--- src/rvie_pkg.sv ---
`default_nettype none

package rvie_pkg;

    // Reset values of the configuration registers
    localparam logic [31:0] START_PC_RESET = 32'h8000_0000;
    localparam logic [31:0] MEM_BASE_RESET = 32'h8000_0000;
    localparam int DMEM_BYTES_DEFAULT = 16384;

    // Configuration register indexes
    localparam logic CFG_START_PC = 1'b0;
    localparam logic CFG_MEM_BASE = 1'b1;

    // Major opcodes
    localparam logic [6:0] OP_LUI    = 7'h37;
    localparam logic [6:0] OP_AUIPC  = 7'h17;
    localparam logic [6:0] OP_JAL    = 7'h6f;
    localparam logic [6:0] OP_JALR   = 7'h67;
    localparam logic [6:0] OP_BRANCH = 7'h63;
    localparam logic [6:0] OP_LOAD   = 7'h03;
    localparam logic [6:0] OP_STORE  = 7'h23;
    localparam logic [6:0] OP_IMM    = 7'h13;
    localparam logic [6:0] OP_REG    = 7'h33;

    localparam logic [31:0] EBREAK_WORD = 32'h0010_0073;

    // funct7 codes
    localparam logic [6:0] F7_BASE = 7'h00;
    localparam logic [6:0] F7_ALT  = 7'h20;

    // Access size codes (funct3 low bits)
    localparam logic [1:0] SZ_BYTE = 2'd0;
    localparam logic [1:0] SZ_HALF = 2'd1;
    localparam logic [1:0] SZ_WORD = 2'd2;

    typedef enum logic [1:0] {
        ST_OK      = 2'd0,
        ST_EBREAK  = 2'd1,
        ST_INVALID = 2'd2,
        ST_RANGE   = 2'd3
    } status_t;

    // Architectural effects of one instruction
    typedef struct packed {
        logic [31:0] next_pc;
        logic        rd_we;
        logic [4:0]  rd_index;
        logic [31:0] rd_value;
        logic        mem_we;
        logic [31:0] mem_addr;
        logic [31:0] mem_data;
        status_t     status;
    } exec_t;

    // Data memory request (offset from mem_base, in range only)
    typedef struct packed {
        logic        load;
        logic        store;
        logic [31:0] off;
        logic [1:0]  size;
        logic [31:0] wdata;
    } mreq_t;

endpackage

`default_nettype wire

--- src/rvie_exec.sv ---
`default_nettype none

module rvie_exec #(
    parameter int DMEM_BYTES = rvie_pkg::DMEM_BYTES_DEFAULT
) (
    input  wire logic [31:0]     instr,
    input  wire logic [31:0]     pc,
    input  wire logic [31:0]     a,
    input  wire logic [31:0]     b,
    input  wire logic [31:0]     mem_base,
    input  wire logic [31:0]     load_data,
    output rvie_pkg::exec_t      res,
    output rvie_pkg::mreq_t      mreq
);

    localparam logic [31:0] LIM1 = 32'(DMEM_BYTES - 1);
    localparam logic [31:0] LIM2 = 32'(DMEM_BYTES - 2);
    localparam logic [31:0] LIM4 = 32'(DMEM_BYTES - 4);

    logic [6:0]  op;
    logic [4:0]  rd;
    logic [2:0]  f3;
    logic [6:0]  f7;
    logic [31:0] imm_i;
    logic [31:0] imm_s;
    logic [31:0] imm_b;
    logic [31:0] imm_u;
    logic [31:0] imm_j;
    logic [31:0] pc4;
    logic [31:0] maddr;
    logic [31:0] moff;
    logic [31:0] lim;
    logic        range_ok;
    logic        wr;
    logic [31:0] val;
    logic        taken;

    assign op    = instr[6:0];
    assign rd    = instr[11:7];
    assign f3    = instr[14:12];
    assign f7    = instr[31:25];
    assign imm_i = {{20{instr[31]}}, instr[31:20]};
    assign imm_s = {{20{instr[31]}}, instr[31:25], instr[11:7]};
    assign imm_b = {{19{instr[31]}}, instr[31], instr[7], instr[30:25], instr[11:8], 1'b0};
    assign imm_u = {instr[31:12], 12'h000};
    assign imm_j = {{11{instr[31]}}, instr[31], instr[19:12], instr[20], instr[30:21], 1'b0};
    assign pc4   = pc + 32'd4;

    // Effective address and range check
    assign maddr = a + ((op == rvie_pkg::OP_STORE) ? imm_s : imm_i);
    assign moff  = maddr - mem_base;

    always_comb
    begin
        case (f3[1:0])
            rvie_pkg::SZ_BYTE: lim = LIM1;
            rvie_pkg::SZ_HALF: lim = LIM2;
            default:           lim = LIM4;
        endcase
    end

    assign range_ok = (moff <= lim);

    // Decode and execute
    always_comb
    begin
        wr           = 1'b0;
        val          = '0;
        taken        = 1'b0;
        res.next_pc  = pc4;
        res.mem_we   = 1'b0;
        res.mem_addr = '0;
        res.mem_data = '0;
        res.status   = rvie_pkg::ST_OK;
        mreq.load    = 1'b0;
        mreq.store   = 1'b0;
        mreq.off     = moff;
        mreq.size    = f3[1:0];
        mreq.wdata   = b;

        case (op)
            rvie_pkg::OP_LUI:
            begin
                wr  = 1'b1;
                val = imm_u;
            end
            rvie_pkg::OP_AUIPC:
            begin
                wr  = 1'b1;
                val = pc + imm_u;
            end
            rvie_pkg::OP_JAL:
            begin
                wr          = 1'b1;
                val         = pc4;
                res.next_pc = pc + imm_j;
            end
            rvie_pkg::OP_JALR:
            begin
                if (f3 != 3'd0)
                begin
                    res.status = rvie_pkg::ST_INVALID;
                end
                else
                begin
                    wr          = 1'b1;
                    val         = pc4;
                    res.next_pc = (a + imm_i) & ~32'd1;
                end
            end
            rvie_pkg::OP_BRANCH:
            begin
                case (f3)
                    3'd0: taken = (a == b);
                    3'd1: taken = (a != b);
                    3'd4: taken = ($signed(a) < $signed(b));
                    3'd5: taken = !($signed(a) < $signed(b));
                    3'd6: taken = (a < b);
                    3'd7: taken = (a >= b);
                    default: res.status = rvie_pkg::ST_INVALID;
                endcase
                if (taken)
                begin
                    res.next_pc = pc + imm_b;
                end
            end
            rvie_pkg::OP_LOAD:
            begin
                if (f3 inside {3'd3, 3'd6, 3'd7})
                begin
                    res.status = rvie_pkg::ST_INVALID;
                end
                else
                begin
                    res.mem_addr = maddr;
                    if (!range_ok)
                    begin
                        res.status = rvie_pkg::ST_RANGE;
                    end
                    else
                    begin
                        mreq.load = 1'b1;
                        wr        = 1'b1;
                        case (f3)
                            3'd0:    val = {{24{load_data[7]}}, load_data[7:0]};
                            3'd1:    val = {{16{load_data[15]}}, load_data[15:0]};
                            3'd4:    val = {24'h0, load_data[7:0]};
                            3'd5:    val = {16'h0, load_data[15:0]};
                            default: val = load_data;
                        endcase
                    end
                end
            end
            rvie_pkg::OP_STORE:
            begin
                if (f3 > 3'd2)
                begin
                    res.status = rvie_pkg::ST_INVALID;
                end
                else
                begin
                    res.mem_addr = maddr;
                    if (!range_ok)
                    begin
                        res.status = rvie_pkg::ST_RANGE;
                    end
                    else
                    begin
                        mreq.store = 1'b1;
                        res.mem_we = 1'b1;
                        case (f3[1:0])
                            rvie_pkg::SZ_BYTE: res.mem_data = {24'h0, b[7:0]};
                            rvie_pkg::SZ_HALF: res.mem_data = {16'h0, b[15:0]};
                            default:           res.mem_data = b;
                        endcase
                    end
                end
            end
            rvie_pkg::OP_IMM:
            begin
                wr = 1'b1;
                case (f3)
                    3'd0: val = a + imm_i;
                    3'd2: val = {31'h0, $signed(a) < $signed(imm_i)};
                    3'd3: val = {31'h0, a < imm_i};
                    3'd4: val = a ^ imm_i;
                    3'd6: val = a | imm_i;
                    3'd7: val = a & imm_i;
                    3'd1:
                    begin
                        if (f7 != rvie_pkg::F7_BASE)
                        begin
                            wr         = 1'b0;
                            res.status = rvie_pkg::ST_INVALID;
                        end
                        else
                        begin
                            val = a << instr[24:20];
                        end
                    end
                    default:
                    begin
                        if (f7 == rvie_pkg::F7_BASE)
                        begin
                            val = a >> instr[24:20];
                        end
                        else if (f7 == rvie_pkg::F7_ALT)
                        begin
                            val = 32'($signed(a) >>> instr[24:20]);
                        end
                        else
                        begin
                            wr         = 1'b0;
                            res.status = rvie_pkg::ST_INVALID;
                        end
                    end
                endcase
            end
            rvie_pkg::OP_REG:
            begin
                wr = 1'b1;
                if (f7 == rvie_pkg::F7_BASE)
                begin
                    case (f3)
                        3'd0:    val = a + b;
                        3'd1:    val = a << b[4:0];
                        3'd2:    val = {31'h0, $signed(a) < $signed(b)};
                        3'd3:    val = {31'h0, a < b};
                        3'd4:    val = a ^ b;
                        3'd5:    val = a >> b[4:0];
                        3'd6:    val = a | b;
                        default: val = a & b;
                    endcase
                end
                else if (f7 == rvie_pkg::F7_ALT && f3 == 3'd0)
                begin
                    val = a - b;
                end
                else if (f7 == rvie_pkg::F7_ALT && f3 == 3'd5)
                begin
                    val = 32'($signed(a) >>> b[4:0]);
                end
                else
                begin
                    wr         = 1'b0;
                    res.status = rvie_pkg::ST_INVALID;
                end
            end
            default:
            begin
                res.status = (instr == rvie_pkg::EBREAK_WORD) ? rvie_pkg::ST_EBREAK
                                                              : rvie_pkg::ST_INVALID;
            end
        endcase

        // x0 is never written
        res.rd_we    = wr && (rd != 5'd0);
        res.rd_index = res.rd_we ? rd : 5'd0;
        res.rd_value = res.rd_we ? val : 32'd0;
    end

endmodule

`default_nettype wire

--- config.mk ---
export PLATFORM = sky130hd
export DESIGN_NAME = rvie_exec
export DESIGN_NICKNAME = d
export VERILOG_FILES = /design/src/rvie_pkg.sv /design/src/rvie_exec.sv
export SDC_FILE = /design/constraint.sdc
export NUM_CORES = 2
export LEC_CHECK = 0
export ABC_AREA = 1
export BUFFER_PORTS_ARGS = -buffer_cell sky130_fd_sc_hd__buf_2
export CAP_MARGIN = 20
export CORE_ASPECT_RATIO = 1.4
export CORE_MARGIN = 1
export CORE_UTILIZATION = 50
export DETAILED_ROUTE_END_ITERATION = 6
export GPL_TIMING_DRIVEN = 0
export PLACE_DENSITY = 0.74
export RECOVER_POWER = 100
export REMOVE_ABC_BUFFERS = 1
export SLEW_MARGIN = 25
export SYNTH_ARGS = -nofsm -noshare
export SYNTH_HDL_FRONTEND = slang
export SYNTH_SLANG_ARGS = --single-unit
--- constraint.sdc ---
create_clock -name vclk -period 4.9
set_input_delay 0 -clock vclk [all_inputs]
set_output_delay 0 -clock vclk [all_outputs]
set_load 0.01 [all_outputs]
==> impl_metrics.toml, run 1 <==
[place]
place_hpwl_um = 149000
gp_congestion = 1.26
numPortBuffers = 397
place_inst = 6408

[logic_synthesis]
synth_warnings = 0
synth_cells = 5534
syn_area_sq_mm = 0.0286
ys_types = 68
yosys.area.top_type = "nand2_1"
syn_avg_cell_area_sq_um = 5.16
synth.area.top_cells = "nand2_1 21%, ha_1 13%, o21ai_0 9.8%"
synth_seq_area_share_pct = 0
synth_top_area_share_pct = 20.8

[floorplan]
initial_core_util_pct = 50.6
ios = 397
dieHeight_um = 285
rows = 103
dieWidth_um = 204

[outcome]
status = "aborted with a tool error"
stop_stage = "global routing (5_1_grt)"
firstError = "[ERROR GRT-0116] Global routing finished with congestion. Check the congestion regions in the DRC Viewer."

[global_route]
grt_pass1_wl_um = 332000
grt_max_degree = 83
grt_usage_pct = 76.2
grt_pass1_vias = 44100
grt.overflow.total = 726

[cts]
cts_hold_buf = 0
[cell families after synthesis]
kind of cell	count (synthesis)	share of synthesized area (%)
mux	17	0.596
fa+ha+maj	295	13.1
simple gates	2789	41.6
buf+inv	922	13.3
xor+xnor	89	2.73
compound gates	1422	28.7
[synth_stat cells (all sizes together) (24+ instances only)]
| cell | n |
|---|---|
| a21oi | 526 |
| buf | 132 |
| clkbuf | 141 |
| ha | 287 |
| inv | 642 |
| nand2 | 1612 |
| nand3 | 360 |
| nand3b | 24 |
| nand4 | 79 |
| nor2 | 545 |
| nor3 | 75 |
| o211ai | 80 |
| o21a | 39 |
| o21ai | 573 |
| o221ai | 34 |
| o22ai | 26 |
| or2 | 66 |
| xor2 | 72 |
[through the flow]
step | instance area (sq um) | util (%) | TNS, ns | worst slack (ns)
after CTS | 32000 | 56.6 | -37.10 | -0.569
after global placement | 30100 | 53.4 | -543.04 | -5.47
after floorplan | 27200 | - | -34.08 | -0.555
after detailed placement | 30600 | 54.2 | -231.99 | -2.73
[layer usage]
metal  GRT overflow  GRT usage (%)
met4            303           76.6
met5              1           23.1
met2            406           95.3
met1              7           76.7
met3              9           56.5
[repair_timing]
item	CTS
setup buffers	81
pin swaps	60
gates resized for setup	151
setup endpoints to repair	131
endpoints found under the hold margin	0
cloned	7
==> inputs of run 2 (changes only) <==
--- a/config.mk
+++ b/config.mk
@@ -8,12 +8,11 @@
 export ABC_AREA = 1
 export BUFFER_PORTS_ARGS = -buffer_cell sky130_fd_sc_hd__buf_2
 export CAP_MARGIN = 20
-export CORE_ASPECT_RATIO = 1.4
 export CORE_MARGIN = 1
-export CORE_UTILIZATION = 50
+export CORE_UTILIZATION = 35
 export DETAILED_ROUTE_END_ITERATION = 6
 export GPL_TIMING_DRIVEN = 0
-export PLACE_DENSITY = 0.74
+export PLACE_DENSITY_LB_ADDON = 0.15
 export RECOVER_POWER = 100
 export REMOVE_ABC_BUFFERS = 1
 export SLEW_MARGIN = 25
==> constraint.sdc (replaced) <==
create_clock -name vclk -period 6.4
set_input_delay 0 -clock vclk [all_inputs]
set_output_delay 0 -clock vclk [all_outputs]
set_load 0.01 [all_outputs]
==> impl_metrics.toml, run 2 <==
[outcome]
status = "complete, but fails checks"
violations = "design-rule violations, max-capacitance violations, max-slew violations"

[routing]
dr.pass1.iters = 7
drt-vias-per-instance = 6.13
wl_um = 198000
ant_nets = 0
dr_total_vias = 41400
wire_per_inst_um = 29.3
route.detailed.drc = 68
drtIter0Drc = 5960

[global_route]
grt_usage_pct = 45.5
grt_pass1_vias = 36000
grt.overflow.total = 0
grt_max_degree = 89
antenna_found_initial = 11
grt_pass1_wl_um = 270000

[logic_synthesis]
syn_avg_cell_area_sq_um = 5.16
syn_area_sq_mm = 0.0286
synth.area.top_cells = "nand2_1 21%, ha_1 13%, o21ai_0 9.8%"
synth.most_common_cell = "nand2_1"
ys_types = 68
synth_cells = 5534
synth_common_cells = "1581 x nand2_1, 618 x inv_1, 557 x o21ai_0, 506 x nor2_1, 492 x a21oi_1"
synth_top_area_share_pct = 20.8
yosys.area.top_type = "nand2_1"
synth_seq_area_share_pct = 0
synth_warnings = 0

[final_layout]
area_delta_synth_final_pct = 10.4
nFlopsAndLatches = 0
nClkBuffers = 0
mostFrequentLayoutCell = "nand2_1"
most-common-layout-cells = "1571 x nand2_1, 608 x inv_1, 539 x o21ai_0"
drive_above_1_share_pct = 11.8
fin_cells = 6753
seq_area_sq_um = 0
num-nets-final = 6181

[place]
place_hpwl_um = 161000
numPortBuffers = 397
place_inst = 6734
gp_congestion = 1.09

[worst_setup_path]
crit_arrival_ns = 6.21
cp_data_required_time_ns = 6.40
max_stage_delay_ns = 0.52
end_kind = "output pin"
critPathLaunchType = "primary input"
cp-startpoint = "instr[31]"
crit_type = "in -> out"
cpMaxStageDelayCell = "ha_1"
path_max_fanout = 43

[floorplan]
die_area_sq_mm = 0.0828
dieHeight_um = 288
core-area_sq_mm = 0.0807
initial_core_util_pct = 35.4
rows = 104
dieWidth_um = 288
ios = 397

[sta]
post-route-period-util_pct = 97.1
max_freq_mhz = 161
hold_viol_final = 0
drv_slew = 9
finalCriticalPeriod_ns = 6.21
worst_slew_pin_slew_ns = 1.93
setup_viol = 0
slew-limit-headroom_pct = -29.5

[cts]
cts_hold_buf = 0

[worst_hold_path]
whs_path_depth = 2
hold_class = "in -> out"
hp-start = "b[14]"
min_to = "mreq[14]"

[run]
drv_cap = 1
==> run 2: cell counts after synthesis <==
Identical to the previous run, type by type.
==> run 2: through the flow <==
stage | setup WS, ns | TNS [ns] | util, % | hold slack, ns | instance area (sq um)
final | 0.185 | 0 | 39.1 | 0.230 | 31500
after global routing | -0.0625 | -0.600 | 39.1 | 0.234 | 31500
after CTS | 0.0185 | 0 | 38.9 | 0.220 | 31300
after detailed placement | -1.52 | -85.27 | 38.5 | 0.218 | 31000
after global placement | -4.77 | -425.30 | 37.8 | 0.218 | 30500
after floorplan | 0.945 | 0 | - | 0 | 27200
==> run 2: worst max-delay path, delay by kind of cell <==
| family | cells | cell delay [ns] |
|---|---|---|
| AND/OR/NAND/NOR | 12 | 1.89 |
| buffers and inverters | 8 | 1.60 |
| AO/OA/AOI/OAI | 7 | 1.41 |
| adder cells (fa/ha/maj) | 2 | 0.87 |
| XOR/XNOR | 1 | 0.32 |
==> run 2: final cells by class <==
class	instances	area (sq um)
Timing Repair Buffer	430	2500
Tap cell	1060	1330
Antenna cell	1	2.50
Inverter	649	2480
Multi-Input combinational cell	4613	25200
Fill cell	9635	49100
==> run 2: worst max-delay path by stage <==
stage | end | slack (ns) | cells after the start
floorplan | res[67] | 0.95 | 28
detailed placement | res[74] | -1.52 | 38
finish | res[74] | 0.19 | 30
global route | res[69] | -0.06 | 41
global placement | res[74] | -4.77 | 13
CTS | res[13] | 0.02 | 43
==> run 2: layer usage <==
layer  vias to the layer above  wire, um  GRT usage (%)
met4                        14      7950           14.8
met5                         -       220           1.34
li1                      18700         -              -
met2                      2713     76300           62.8
met3                       367     28800           17.0
met1                     19600     84400           63.6
==> run 2: logic make-up (layout without fill, tap and decap cells) <==
logic type,Yosys count,after routing,share of synthesized area [%]
compound gates,1422,1422,28.7
xor+xnor,89,89,2.73
other cells,0,1,0
fa+ha+maj,295,295,13.1
buf+inv,922,1079,13.3
simple gates,2789,2790,41.6
mux,17,17,0.596
==> run 2: what timing repair did <==
| action | in CTS | in global routing |
|---|---|---|
| pin swaps | 8 | 9 |
| setup endpoints to repair | 75 | 75 |
| buffers inserted | 12 | 5 |
| gates resized for setup | 31 | 57 |
| gates cloned | 1 | 0 |
